--- src/rtl/clcd_pkg.sv ---
// ----------------------------------------------------------------------------
// clcd_pkg: shared types and constants for the character LCD nibble sequencer
// Holds the request codes, sequencer phases, timing register set, sequencer
// state, result record and the command tables for the 4-bit LCD bus.
// ----------------------------------------------------------------------------
package clcd_pkg;

    localparam int ROWS    = 4;
    localparam int COLUMNS = 20;

    localparam int TICK_W  = 20;
    localparam int PULSE_W = 8;
    localparam int SETTLE_W = 16;
    localparam int CFG_DATA_W = 20;
    localparam int CFG_ADDR_W = 2;

    // Register indexes on the configuration port
    localparam logic [CFG_ADDR_W-1:0] CFG_PULSE_TICKS      = 2'd0;
    localparam logic [CFG_ADDR_W-1:0] CFG_SETTLE_TICKS     = 2'd1;
    localparam logic [CFG_ADDR_W-1:0] CFG_LONG_WAIT_TICKS  = 2'd2;
    localparam logic [CFG_ADDR_W-1:0] CFG_INIT_FINAL_TICKS = 2'd3;

    localparam logic [7:0] CMD_CLEAR = 8'h01;

    typedef enum logic [2:0] {
        OP_TICK  = 3'd0,
        OP_CMD   = 3'd1,
        OP_DATA  = 3'd2,
        OP_GOTO  = 3'd3,
        OP_CLEAR = 3'd4,
        OP_INIT  = 3'd5
    } op_t;

    typedef enum logic [2:0] {
        PH_IDLE    = 3'd0,
        PH_POWERUP = 3'd1,
        PH_HI_EN   = 3'd2,
        PH_HI_FALL = 3'd3,
        PH_LO_EN   = 3'd4,
        PH_SETTLE  = 3'd5,
        PH_EXTRA   = 3'd6,
        PH_FINAL   = 3'd7
    } phase_t;

    typedef struct packed {
        logic [PULSE_W-1:0]  pulse_ticks;
        logic [SETTLE_W-1:0] settle_ticks;
        logic [TICK_W-1:0]   long_wait_ticks;
        logic [TICK_W-1:0]   init_final_ticks;
    } cfg_t;

    typedef struct packed {
        phase_t              phase;
        logic [7:0]          held_byte;
        logic                held_rs;
        logic [TICK_W-1:0]   tick_count;
        logic [TICK_W-1:0]   extra_wait;
        logic [2:0]          init_step;
    } seq_state_t;

    typedef struct packed {
        logic       rs;
        logic       enable;
        logic [3:0] nibble;
        logic       busy_res;
        logic       rejected;
    } result_t;

    // DDRAM base address per display line (row given from zero)
    function automatic logic [7:0] row_base(input logic [1:0] r);
        logic [7:0] b;
        case (r)
            2'd0: b = 8'h80;
            2'd1: b = 8'hC0;
            2'd2: b = 8'h94;
            default: b = 8'hD4;
        endcase
        return b;
    endfunction

    // Power-up command list: function set, display on, entry mode, DDRAM address 0
    function automatic logic [7:0] init_cmd(input logic [1:0] idx);
        logic [7:0] c;
        case (idx)
            2'd0: c = 8'h28;
            2'd1: c = 8'h0C;
            2'd2: c = 8'h06;
            default: c = 8'h80;
        endcase
        return c;
    endfunction

endpackage

--- src/rtl/clcd_step.sv ---
// ----------------------------------------------------------------------------
// clcd_step: next-state and pin logic of the LCD sequencer
// Applies one tick or request to the current sequencer state and gives the
// new state with the bus levels and status that follow from it.
// ----------------------------------------------------------------------------
module clcd_step
    import clcd_pkg::*;
(
    input  seq_state_t  cur,
    input  cfg_t        cfg,
    input  op_t         op,
    input  logic [7:0]  byte_value,
    input  logic [2:0]  row,
    input  logic [5:0]  column,
    output seq_state_t  nxt,
    output result_t     res
);

    logic              busy;
    logic              bad_pos;
    logic              rej;
    logic              do_adv;
    logic [TICK_W:0]   tc1;
    logic [TICK_W-1:0] len;
    logic [7:0]        goto_byte;

    assign busy = (cur.phase != PH_IDLE);
    assign tc1  = {1'b0, cur.tick_count} + {{TICK_W{1'b0}}, 1'b1};

    assign bad_pos = (op == OP_GOTO) &&
        ((row == 3'd0) || (row > 3'(ROWS)) || (column == 6'd0) || (column > 6'(COLUMNS)));

    assign goto_byte = row_base(2'(row - 3'd1)) + {2'b00, column} - 8'd1;

    always_comb begin
        case (cur.phase)
            PH_POWERUP: len = cfg.long_wait_ticks;
            PH_HI_EN, PH_LO_EN: len = {{(TICK_W-PULSE_W){1'b0}}, cfg.pulse_ticks};
            PH_SETTLE: len = {{(TICK_W-SETTLE_W){1'b0}}, cfg.settle_ticks};
            PH_EXTRA: len = cur.extra_wait;
            PH_FINAL: len = cfg.init_final_ticks;
            default: len = TICK_W'(1);
        endcase
    end

    always_comb begin
        nxt    = cur;
        rej    = 1'b0;
        do_adv = 1'b0;
        case (op)
            OP_TICK: begin
                if (busy) begin
                    if (tc1 >= {1'b0, len}) begin
                        do_adv = 1'b1;
                    end else begin
                        nxt.tick_count = tc1[TICK_W-1:0];
                    end
                end
            end
            OP_CMD, OP_DATA, OP_GOTO, OP_CLEAR, OP_INIT: begin
                if (busy || bad_pos) begin
                    rej = 1'b1;
                end else begin
                    nxt.init_step  = 3'd0;
                    nxt.tick_count = '0;
                    nxt.held_rs    = 1'b0;
                    nxt.extra_wait = '0;
                    nxt.phase      = PH_HI_EN;
                    case (op)
                        OP_CMD: nxt.held_byte = byte_value;
                        OP_DATA: begin
                            nxt.held_byte = byte_value;
                            nxt.held_rs   = 1'b1;
                        end
                        OP_GOTO: begin
                            nxt.held_byte  = goto_byte;
                            nxt.extra_wait = cfg.long_wait_ticks;
                        end
                        OP_CLEAR: begin
                            nxt.held_byte  = CMD_CLEAR;
                            nxt.extra_wait = cfg.long_wait_ticks;
                        end
                        default: begin
                            nxt.held_byte = 8'h00;
                            nxt.phase     = PH_POWERUP;
                        end
                    endcase
                end
            end
            default: ;
        endcase

        if (do_adv) begin
            nxt.tick_count = '0;
            case (cur.phase)
                PH_POWERUP: begin
                    nxt.init_step  = 3'd1;
                    nxt.held_byte  = init_cmd(2'd0);
                    nxt.held_rs    = 1'b0;
                    nxt.extra_wait = '0;
                    nxt.phase      = PH_HI_EN;
                end
                PH_HI_EN: nxt.phase = PH_HI_FALL;
                PH_HI_FALL: nxt.phase = PH_LO_EN;
                PH_LO_EN: nxt.phase = PH_SETTLE;
                PH_SETTLE, PH_EXTRA: begin
                    if (cur.phase == PH_SETTLE && cur.extra_wait != '0) begin
                        nxt.phase = PH_EXTRA;
                    end else if (cur.init_step >= 3'd1 && cur.init_step <= 3'd3) begin
                        // send the next power-up command
                        nxt.held_byte  = init_cmd(cur.init_step[1:0]);
                        nxt.held_rs    = 1'b0;
                        nxt.extra_wait = '0;
                        nxt.phase      = PH_HI_EN;
                        nxt.init_step  = cur.init_step + 3'd1;
                    end else if (cur.init_step == 3'd4) begin
                        nxt.init_step = 3'd0;
                        nxt.phase     = PH_FINAL;
                    end else begin
                        nxt.init_step = 3'd0;
                        nxt.phase     = PH_IDLE;
                    end
                end
                default: nxt.phase = PH_IDLE;
            endcase
        end
    end

    always_comb begin
        res.rs       = nxt.held_rs;
        res.enable   = (nxt.phase == PH_HI_EN) || (nxt.phase == PH_LO_EN);
        res.nibble   = ((nxt.phase == PH_HI_EN) || (nxt.phase == PH_HI_FALL)) ?
                       nxt.held_byte[7:4] : nxt.held_byte[3:0];
        res.busy_res = (nxt.phase != PH_IDLE);
        res.rejected = rej;
    end

endmodule

--- src/rtl/char_lcd_nibble_write_sequencer_unit.sv ---
// ----------------------------------------------------------------------------
// char_lcd_nibble_write_sequencer_unit: 4-bit character LCD write sequencer
//
// Input stream: each item is a microsecond tick or a request (command byte,
// data byte, cursor goto, clear, init); s_tuser carries the request code.
// Every accepted item yields exactly one result item on the m_ channel with
// the RS, E and D7..D4 levels after the item plus busy and rejected flags.
// Requests arriving while a sequence runs, and gotos off the screen, come
// back rejected and leave the sequence untouched.
// State updates at the edge that accepts the item; the result enters the
// result register, or the skid register while one waits. Throughput is one
// item per cycle while s_tready is high; each is one 21-bit add and compare.
// A two-entry output stage (result register plus skid register) lets an item
// be taken while a result waits; s_tready drops only when both are full.
// Reset (aresetn low, synchronous) returns the sequencer to idle with the
// bus at zero, empties the output stage and loads the default timing
// registers: pulse 2, settle 300, long wait 10000, init final 20000 ticks.
// Timing registers are written through cfg_wr_en/cfg_addr/cfg_wr_data.
// ----------------------------------------------------------------------------
module char_lcd_nibble_write_sequencer_unit
    import clcd_pkg::*;
(
    input  logic                  aclk,
    input  logic                  aresetn,
    input  logic                  s_tvalid,
    output logic                  s_tready,
    input  logic [23:0]           s_tdata,   // byte_value[7:0], row[10:8], column[16:11]
    input  logic [2:0]            s_tuser,   // op[2:0]
    output logic                  m_tvalid,
    input  logic                  m_tready,
    output logic [7:0]            m_tdata,   // enable[0], nibble[4:1], busy_res[5], rejected[6]
    output logic                  m_tuser,   // rs[0]
    input  logic                  cfg_wr_en,
    input  logic [CFG_ADDR_W-1:0] cfg_addr,
    input  logic [CFG_DATA_W-1:0] cfg_wr_data
);

    cfg_t       cfg_reg;
    seq_state_t state_reg;
    seq_state_t state_next;
    result_t    res_next;
    result_t    out_reg;
    result_t    skid_reg;
    logic       out_valid_reg;
    logic       skid_valid_reg;
    logic       accept;

    assign s_tready = !skid_valid_reg;
    assign accept   = s_tvalid && s_tready;

    clcd_step u_step (
        .cur        (state_reg),
        .cfg        (cfg_reg),
        .op         (op_t'(s_tuser)),
        .byte_value (s_tdata[7:0]),
        .row        (s_tdata[10:8]),
        .column     (s_tdata[16:11]),
        .nxt        (state_next),
        .res        (res_next)
    );

    always_ff @(posedge aclk) begin
        if (!aresetn) begin
            cfg_reg.pulse_ticks      <= PULSE_W'(2);
            cfg_reg.settle_ticks     <= SETTLE_W'(300);
            cfg_reg.long_wait_ticks  <= TICK_W'(10000);
            cfg_reg.init_final_ticks <= TICK_W'(20000);
        end else if (cfg_wr_en) begin
            case (cfg_addr)
                CFG_PULSE_TICKS:      cfg_reg.pulse_ticks      <= cfg_wr_data[PULSE_W-1:0];
                CFG_SETTLE_TICKS:     cfg_reg.settle_ticks     <= cfg_wr_data[SETTLE_W-1:0];
                CFG_LONG_WAIT_TICKS:  cfg_reg.long_wait_ticks  <= cfg_wr_data[TICK_W-1:0];
                CFG_INIT_FINAL_TICKS: cfg_reg.init_final_ticks <= cfg_wr_data[TICK_W-1:0];
                default: ;
            endcase
        end
    end

    always_ff @(posedge aclk) begin
        if (!aresetn) begin
            state_reg.phase      <= PH_IDLE;
            state_reg.held_byte  <= 8'h00;
            state_reg.held_rs    <= 1'b0;
            state_reg.tick_count <= '0;
            state_reg.extra_wait <= '0;
            state_reg.init_step  <= 3'd0;
        end else if (accept) begin
            state_reg <= state_next;
        end
    end

    // Output stage: result register backed by one skid entry
    always_ff @(posedge aclk) begin
        if (!aresetn) begin
            out_valid_reg  <= 1'b0;
            skid_valid_reg <= 1'b0;
        end else if (!out_valid_reg || m_tready) begin
            if (skid_valid_reg) begin
                out_valid_reg  <= 1'b1;
                skid_valid_reg <= 1'b0;
            end else begin
                out_valid_reg <= accept;
            end
        end else if (accept) begin
            skid_valid_reg <= 1'b1;
        end
    end

    always_ff @(posedge aclk) begin
        if (!out_valid_reg || m_tready) begin
            if (skid_valid_reg) begin
                out_reg <= skid_reg;
            end else if (accept) begin
                out_reg <= res_next;
            end
        end else if (accept) begin
            skid_reg <= res_next;
        end
    end

    assign m_tvalid = out_valid_reg;
    assign m_tuser  = out_reg.rs;
    assign m_tdata  = {1'b0, out_reg.rejected, out_reg.busy_res, out_reg.nibble, out_reg.enable};

`ifndef ASSERT_OFF
    a_skid_behind_out: assert property (@(posedge aclk) disable iff (!aresetn)
        skid_valid_reg |-> out_valid_reg)
        else $error("skid entry held while result register empty");

    a_enable_when_busy: assert property (@(posedge aclk) disable iff (!aresetn)
        (out_valid_reg && out_reg.enable) |-> out_reg.busy_res)
        else $error("enable strobe reported while sequencer idle");

    a_init_step_active: assert property (@(posedge aclk) disable iff (!aresetn)
        (state_reg.init_step != 3'd0) |-> (state_reg.phase != PH_IDLE))
        else $error("init step pending while sequencer idle");

    a_reject_holds_state: assert property (@(posedge aclk) disable iff (!aresetn)
        (accept && res_next.rejected) |=> (state_reg == $past(state_reg)))
        else $error("rejected request changed sequencer state");
`endif

endmodule
--- config.mk ---
export PLATFORM = sky130hd
export DESIGN_NAME = char_lcd_nibble_write_sequencer_unit
export DESIGN_NICKNAME = d
export VERILOG_FILES = /design/src/rtl/clcd_pkg.sv /design/src/rtl/clcd_step.sv /design/src/rtl/char_lcd_nibble_write_sequencer_unit.sv
export SDC_FILE = /design/constraint.sdc
export NUM_CORES = 1
export LEC_CHECK = 0
export ABC_AREA = 0
export BUFFER_PORTS_ARGS = -buffer_cell sky130_fd_sc_hd__buf_2
export CORE_MARGIN = 2
export CORE_UTILIZATION = 30
export DETAILED_ROUTE_END_ITERATION = 12
export PLACE_DENSITY = 0.45
export SLEW_MARGIN = 10
export SYNTH_ARGS = -nofsm -noshare
export SYNTH_HDL_FRONTEND = slang
export SYNTH_HIERARCHICAL = 1
export SYNTH_SLANG_ARGS = --single-unit
--- constraint.sdc ---
create_clock -name aclk -period 9.2 [get_ports aclk]
set_input_delay 0.46 -clock aclk [delete_from_list [all_inputs] [get_ports aclk]]
set_output_delay 0.46 -clock aclk [all_outputs]
set_load 0.01 [all_outputs]
==> impl_metrics.yaml, run 1 <==
sta:
  hold_violations: 0
  finalSetupViolCount: 0
  rsz0062_at_grt: "no"
  post-route-period-util_pct: 57.8
  worst_pin_slew_ns: 0.871
  setup-tns-final_ns: 0
  finalMaxSlewViolations: 0
  relSlewSlack_pct: 41.8
  fin_skew_ns: 0.0138
  finalCriticalPeriod_ns: 5.32
  fmax_ghz: 0.188
worst_setup_path:
  slowest_stage: "dfxtp_1"
  cp-start-kind: "flip-flop"
  crit_type: "reg2reg"
  reg2regPathDepth: 14
  rrSetupSlack_ns: 3.88
  worstPathArrival_ns: 5.50
  r2r-end: "m_tdata[2]"
  required_ns: 9.38
  cpPeakStageDelay_ns: 0.85
  worstPathMaxFanout: 18
  critPathCaptureType: "flip-flop"
  cp_cell_sequence: "buf_4 -> nor2b_1 -> buf_4 -> a22o_1 -> a22oi_1 -> ha_1 -> nand4_1 -> nor4_2 -> nand2_1 -> and3_1 -> a21boi_2 -> mux2i_1 -> mux2_2 -> mux2_2"
  r2r_start: "state_reg[52]"
cts:
  cts_tree: "built"
  cts_buffers: 17
  htree_levels: 4
  hold_buffers: 0
  cts_buffer_depth: 2
  clkLatencyLatePin_ns: 0.43
  root_buffer: "clkbuf_16"
  clk_pin_slew_ns: 0.07
  numClockSinks: 137
  cts_resized: 0
  post_cts_buffers: 0
placed_design:
  dp.cells: 1451
  hpwl_mm: 16.3
  finalWeightedCongestion: 0.766
  placed_area_um2: 9090
  port_buffers: 56
layout:
  layout.cells.non_filler: 1483
  area_growth_pct: 13.0
  drive_gt1_share_pct: 14.2
  largest_reg_flops: 64
  final_cell_area_um2: 9680
  utilization_pct: 34.7
  nets: 1185
  diodes: 0
power:
  power.leakage_uw: 0.00366
  irDropWorstVdd_v: 0.0000890
  finalPower_uw: 1550
  power.density_nw_per_um2: 160
detailed_routing:
  wl_per_cell_um: 16.5
  routed_wl_mm: 24.5
  drc: 0
  drtPass1Iterations: 5
  vias: 7559
  drt_iter0_markers: 370
  via_per_inst: 5.10
  ant_nets: 0
synth:
  ys_seq_area_share_pct: 33.9
  yosysUniqueCellTypes: 66
  ys_seq_elements: 137
  synthTopCellsByArea: "dfxtp_1, nand2_1, edfxtp_1"
  yosysWarnings: 6
  netlist_area_um2: 8570
  synth_top_cell_by_area: "dfxtp_1"
  synth.top_cell.area_share_pct: 28.3
  synth_async_sr_flop_share_pct: 0
  synth_edf_count: 16
  avgSynthCellArea_um2: 7.94
  synth_cells: 1079
  synthesis.nets: 1172
  synthFlopType: "dfxtp_1"
floorplan:
  die_y_um: 173
  die_area_um2: 29900
  floorplan.initialDensity_pct: 30.7
  core_um2: 27900
  die_w_um: 173
  placementRows: 61
  ios: 65
worst_hold_path:
  min_delay_path_depth: 3
  holdCritStartpoint: "cfg_wr_data[4]"
  hold_end: "cfg_reg[24]"
  hold_path_class: "in2reg"
global_route:
  grt_pass1_wl_mm: 39.5
  grtUsageTotal_pct: 16.5
  first_global_vias: 7188
  antenna_found_initial: 0
  overflow: 0
  grt_max_degree: 81
run_status:
  status: "completed"
flow_run:
  drv_cap: 0
## layer usage
layer | routed length [µm] | vias up | global-route usage, %
met4 | 262 | 0 | 4.38
met5 | 0 | - | 0
met2 | 11200 | 141 | 26.7
met3 | 844 | 21 | 2.64
li1 | - | 3848 | -
met1 | 12200 | 3549 | 22.8
## worst max-delay path by stage
stage	start	end	slack (ns)	cells past startpoint
finish	state_reg[52]	m_tdata[2]	3.88	14
global route	state_reg[52]	m_tdata[2]	3.51	14
detailed placement	state_reg[52]	m_tdata[2]	3.84	14
CTS	state_reg[52]	m_tdata[2]	3.82	14
floorplan	state_reg[25]	m_tdata[2]	4.92	16
global placement	state_reg[52]	m_tdata[2]	3.86	14
## cells by family after synthesis
kind of cell / after synthesis / synth area share [%]
other: 1 / 0.0438
AND/OR/NAND/NOR: 429 / 22.9
buffers and inverters: 107 / 5.64
adder cells (fa/ha/maj): 39 / 5.78
multiplexers: 52 / 7.40
flip-flops: 137 / 33.9
XOR/XNOR: 21 / 2.15
AO/OA/AOI/OAI: 293 / 22.2
## through the flow
stage | setup WS [ns] | hold WS [ns]
2_1_floorplan | 4.92 | 0.426
3_3_place_gp | 3.86 | 0.440
3_5_place_dp | 3.84 | 0.445
4_1_cts | 3.82 | 0.226
5_1_grt | 3.51 | 0.257
6_report | 3.88 | 0.250
## report_power, final
part           switching (µW)  internal [µW]
Sequential               12.4            626
Clock                     319            370
Combinational             143           78.8
Total                     474           1070
## layout make-up
cell class,count,area (µm²)
flip-flops and latches,137,2900
clock inverters,14,153
repair buffers,73,410
inverters,28,105
clock buffers,18,439
fillers,3066,18300
multi-input cells,835,5200
well taps,378,473
## layout by cell type (no fill, tap or decap), types with 13 or more instances in the layout
cell type / netlist / final
a22o_1: 23 / 23
a21oi_1: 66 / 66
clkbuf_16: 0 / 17
buf_4: 5 / 18
dfxtp_1: 121 / 121
a21boi_0: 49 / 49
o21ai_0: 84 / 84
nand3_1: 88 / 88
mux2_2: 21 / 21
a22oi_1: 21 / 21
nor2_1: 51 / 51
mux2i_1: 24 / 24
edfxtp_1: 16 / 16
buf_2: 30 / 55
ha_1: 38 / 38
xnor2_1: 13 / 13
inv_1: 28 / 28
nand2_1: 219 / 219
## worst max-delay path, delay by kind of cell (launching register included)
kind            cells  cell delay [ns]
simple gates        5             1.32
mux                 3             1.24
flops               1             0.85
buf+inv             2             0.76
compound gates      3             0.53
fa+ha+maj           1             0.33
## cells in the mapped netlist, types with 4 or more instances
cell / number
edfxtp_1: 16
clkbuf_1: 36
a21oi_1: 66
mux2i_1: 24
a22oi_1: 21
buf_4: 5
a21o_1: 5
mux4_2: 7
nor4_1: 6
o21ai_2: 8
o21a_1: 4
ha_1: 38
nor3_1: 5
a21boi_0: 49
and3_1: 7
buf_1: 5
nand2_1: 219
nand4_1: 5
nand3_1: 88
or3_1: 4
a21boi_1: 9
xor2_1: 8
o21ai_0: 84
a31oi_1: 6
buf_2: 30
mux2_2: 21
dfxtp_1: 121
a22o_1: 23
inv_1: 28
nand2b_1: 10
nor2_1: 51
xnor2_1: 13
nor2b_1: 10
Power figures use the tool's default switching activity.
==> run 2: changes to the inputs <==
Settings changed: PLACE_DENSITY 0.45 to 0.46.
Clock period 9.2 ns to 4.8 ns, I/O delays scaled along.
==> run 2 against run 1 <==
Worst hold slack worse by 0.22 ns. Setup slack worse by 3.5 ns. Sequential power up 91%. Flip-flop and latch count unchanged. Core utilization up 0.54 points. Combinational power up 100%. Global-route usage up 0.31 points. Clock skew up 0.0048 ns. Cell area up 1.6%.
==> impl_metrics.yaml, run 2 (synthesis gave the netlist of run 1 again) <==
worst_setup_path:
  required_ns: 4.97
  worstPathMaxFanout: 5
  worstPathArrival_ns: 4.64
  crit_type: "reg2reg"
  critPathCaptureType: "flip-flop"
  cp-start-kind: "flip-flop"
layout:
  final_cell_mix: "nand2_1, dfxtp_1, nand3_1, o21ai_0, a21oi_1"
  final_common_cell: "nand2_1"
  nets: 1203
  largest_reg_flops: 64
  drive_gt1_share_pct: 15.9
  final_cell_area_um2: 9830
  utilization_pct: 35.2
  area_growth_pct: 14.7
  diodes: 0
detailed_routing:
  vias: 7532
  drtPass1Iterations: 5
  drt_iter0_markers: 421
  via_per_inst: 5.02
  wl_per_cell_um: 16.4
  routed_wl_mm: 24.6
  ant_nets: 0
  drc: 0
floorplan:
  placementRows: 61
  core_um2: 27900
  floorplan.initialDensity_pct: 30.7
  die_w_um: 173
  ios: 65
  die_area_um2: 29900
  die_y_um: 173
power:
  switching_share_pct: 30.7
  p_sw_uw: 913
  p_comb_share_pct: 15.0
  irDropWorstVdd_v: 0.000206
  power.density_nw_per_um2: 302
  p_int_uw: 2060
  power.leakage_uw: 0.00376
  seqPwrFrac_pct: 41.1
  pwr-share-clk_pct: 43.9
sta:
  post-route-period-util_pct: 93.0
  fmax_ghz: 0.224
  hold_ws_ns: 0.0345
  setup-tns-final_ns: 0
  worst_pin_slew_ns: 0.960
  finalSetupViolCount: 0
  relSlewSlack_pct: 36.0
  fin_ws_ns: 0.336
  fin_skew_ns: 0.0186
  finalCriticalPeriod_ns: 4.46
  hold_violations: 0
  finalMaxSlewViolations: 0
cts:
  cts_tree: "built"
  root_buffer: "clkbuf_16"
  cts_buffer_depth: 2
  post_cts_buffers: 0
  hold_buffers: 0
  cts_resized: 0
  htree_levels: 4
  clkLatencyLatePin_ns: 0.43
  numClockSinks: 137
  clk_pin_slew_ns: 0.08
  cts_buffers: 17
flow_run:
  drv_cap: 0
placed_design:
  hpwl_mm: 16.6
  placed_area_um2: 9240
  port_buffers: 56
  dp_slack_ns: 0.228
  finalWeightedCongestion: 0.775
worst_hold_path:
  hold_path_class: "in2reg"
global_route:
  overflow: 0
  grt_pass1_wl_mm: 40.6
  antenna_found_initial: 0
  first_global_vias: 7419
  grt_max_degree: 96
  grtUsageTotal_pct: 16.8
run_status:
  status: "completed"
run 2: cell count changes in the layout (fill, tap and decap cells not counted), sizes merged:
| cell | change |
|---|---|
| buf | +18 |
| clkinv | -3 |
| inv | +3 |
run 2: path summary, 6_finish.rpt:
path / from / endpoint / slack (ns) / cells after the start
worst max register to register: state_reg[24] / m_tdata[5] / 0.34 / 17
worst min-delay path: cfg_wr_data[4] / cfg_reg[24] / 0.03 / 3
worst min register to register: state_reg[51] / state_reg[51] / 0.47 / 2
worst max-delay path: state_reg[24] / m_tdata[5] / 0.34 / 17
run 2: critical path: stages, from the launching register on:
cell and delay, ns:
dfxtp_1 0.40, and3_1 0.20, nand4_1 0.20, nor2_1 0.21
nand3_1 0.14, nor2_2 0.22, and3_1 0.25, xor2_1 0.18
ha_1 0.26, nand3_1 0.12, nor2_1 0.06, a221oi_1 0.47
nand3_2 0.24, o21ai_0 0.27, mux2i_1 0.26, inv_1 0.07
or3_1 0.37, mux2_2 0.28
run 2: cell type report:
type	instances	area (µm²)
clock buffers	18	429
repair buffers	91	558
multi-input cells	835	5220
well taps	378	473
fillers	3059	18100
flip-flops and latches	137	2900
clock inverters	14	145
inverters	28	105
run 2: metal layers:
metal / share of wire, % / GRT usage, % / vias up
met4: 0.79 / 3.88 / 0
met2: 45 / 26.7 / 127
met1: 51 / 23.8 / 3504
li1: - / - / 3888
met5: 0 / 0 / -
met3: 3.1 / 2.84 / 13
run 2: power by group through the flow:
stage,logic [µW],clock network [µW],registers [µW]
after floorplan,296,0,1250
after global placement,442,0,1250
after detailed placement,443,0,1250
after CTS,445,1350,1220
after global routing,496,1400,1220
final,445,1310,1220
run 2: per-stage QoR:
stage	power (µW)	instances
detailed placement	1690	1469
global route	3120	1501
global placement	1690	1469
CTS	3010	1501
floorplan	1540	1079
finish	2970	1501
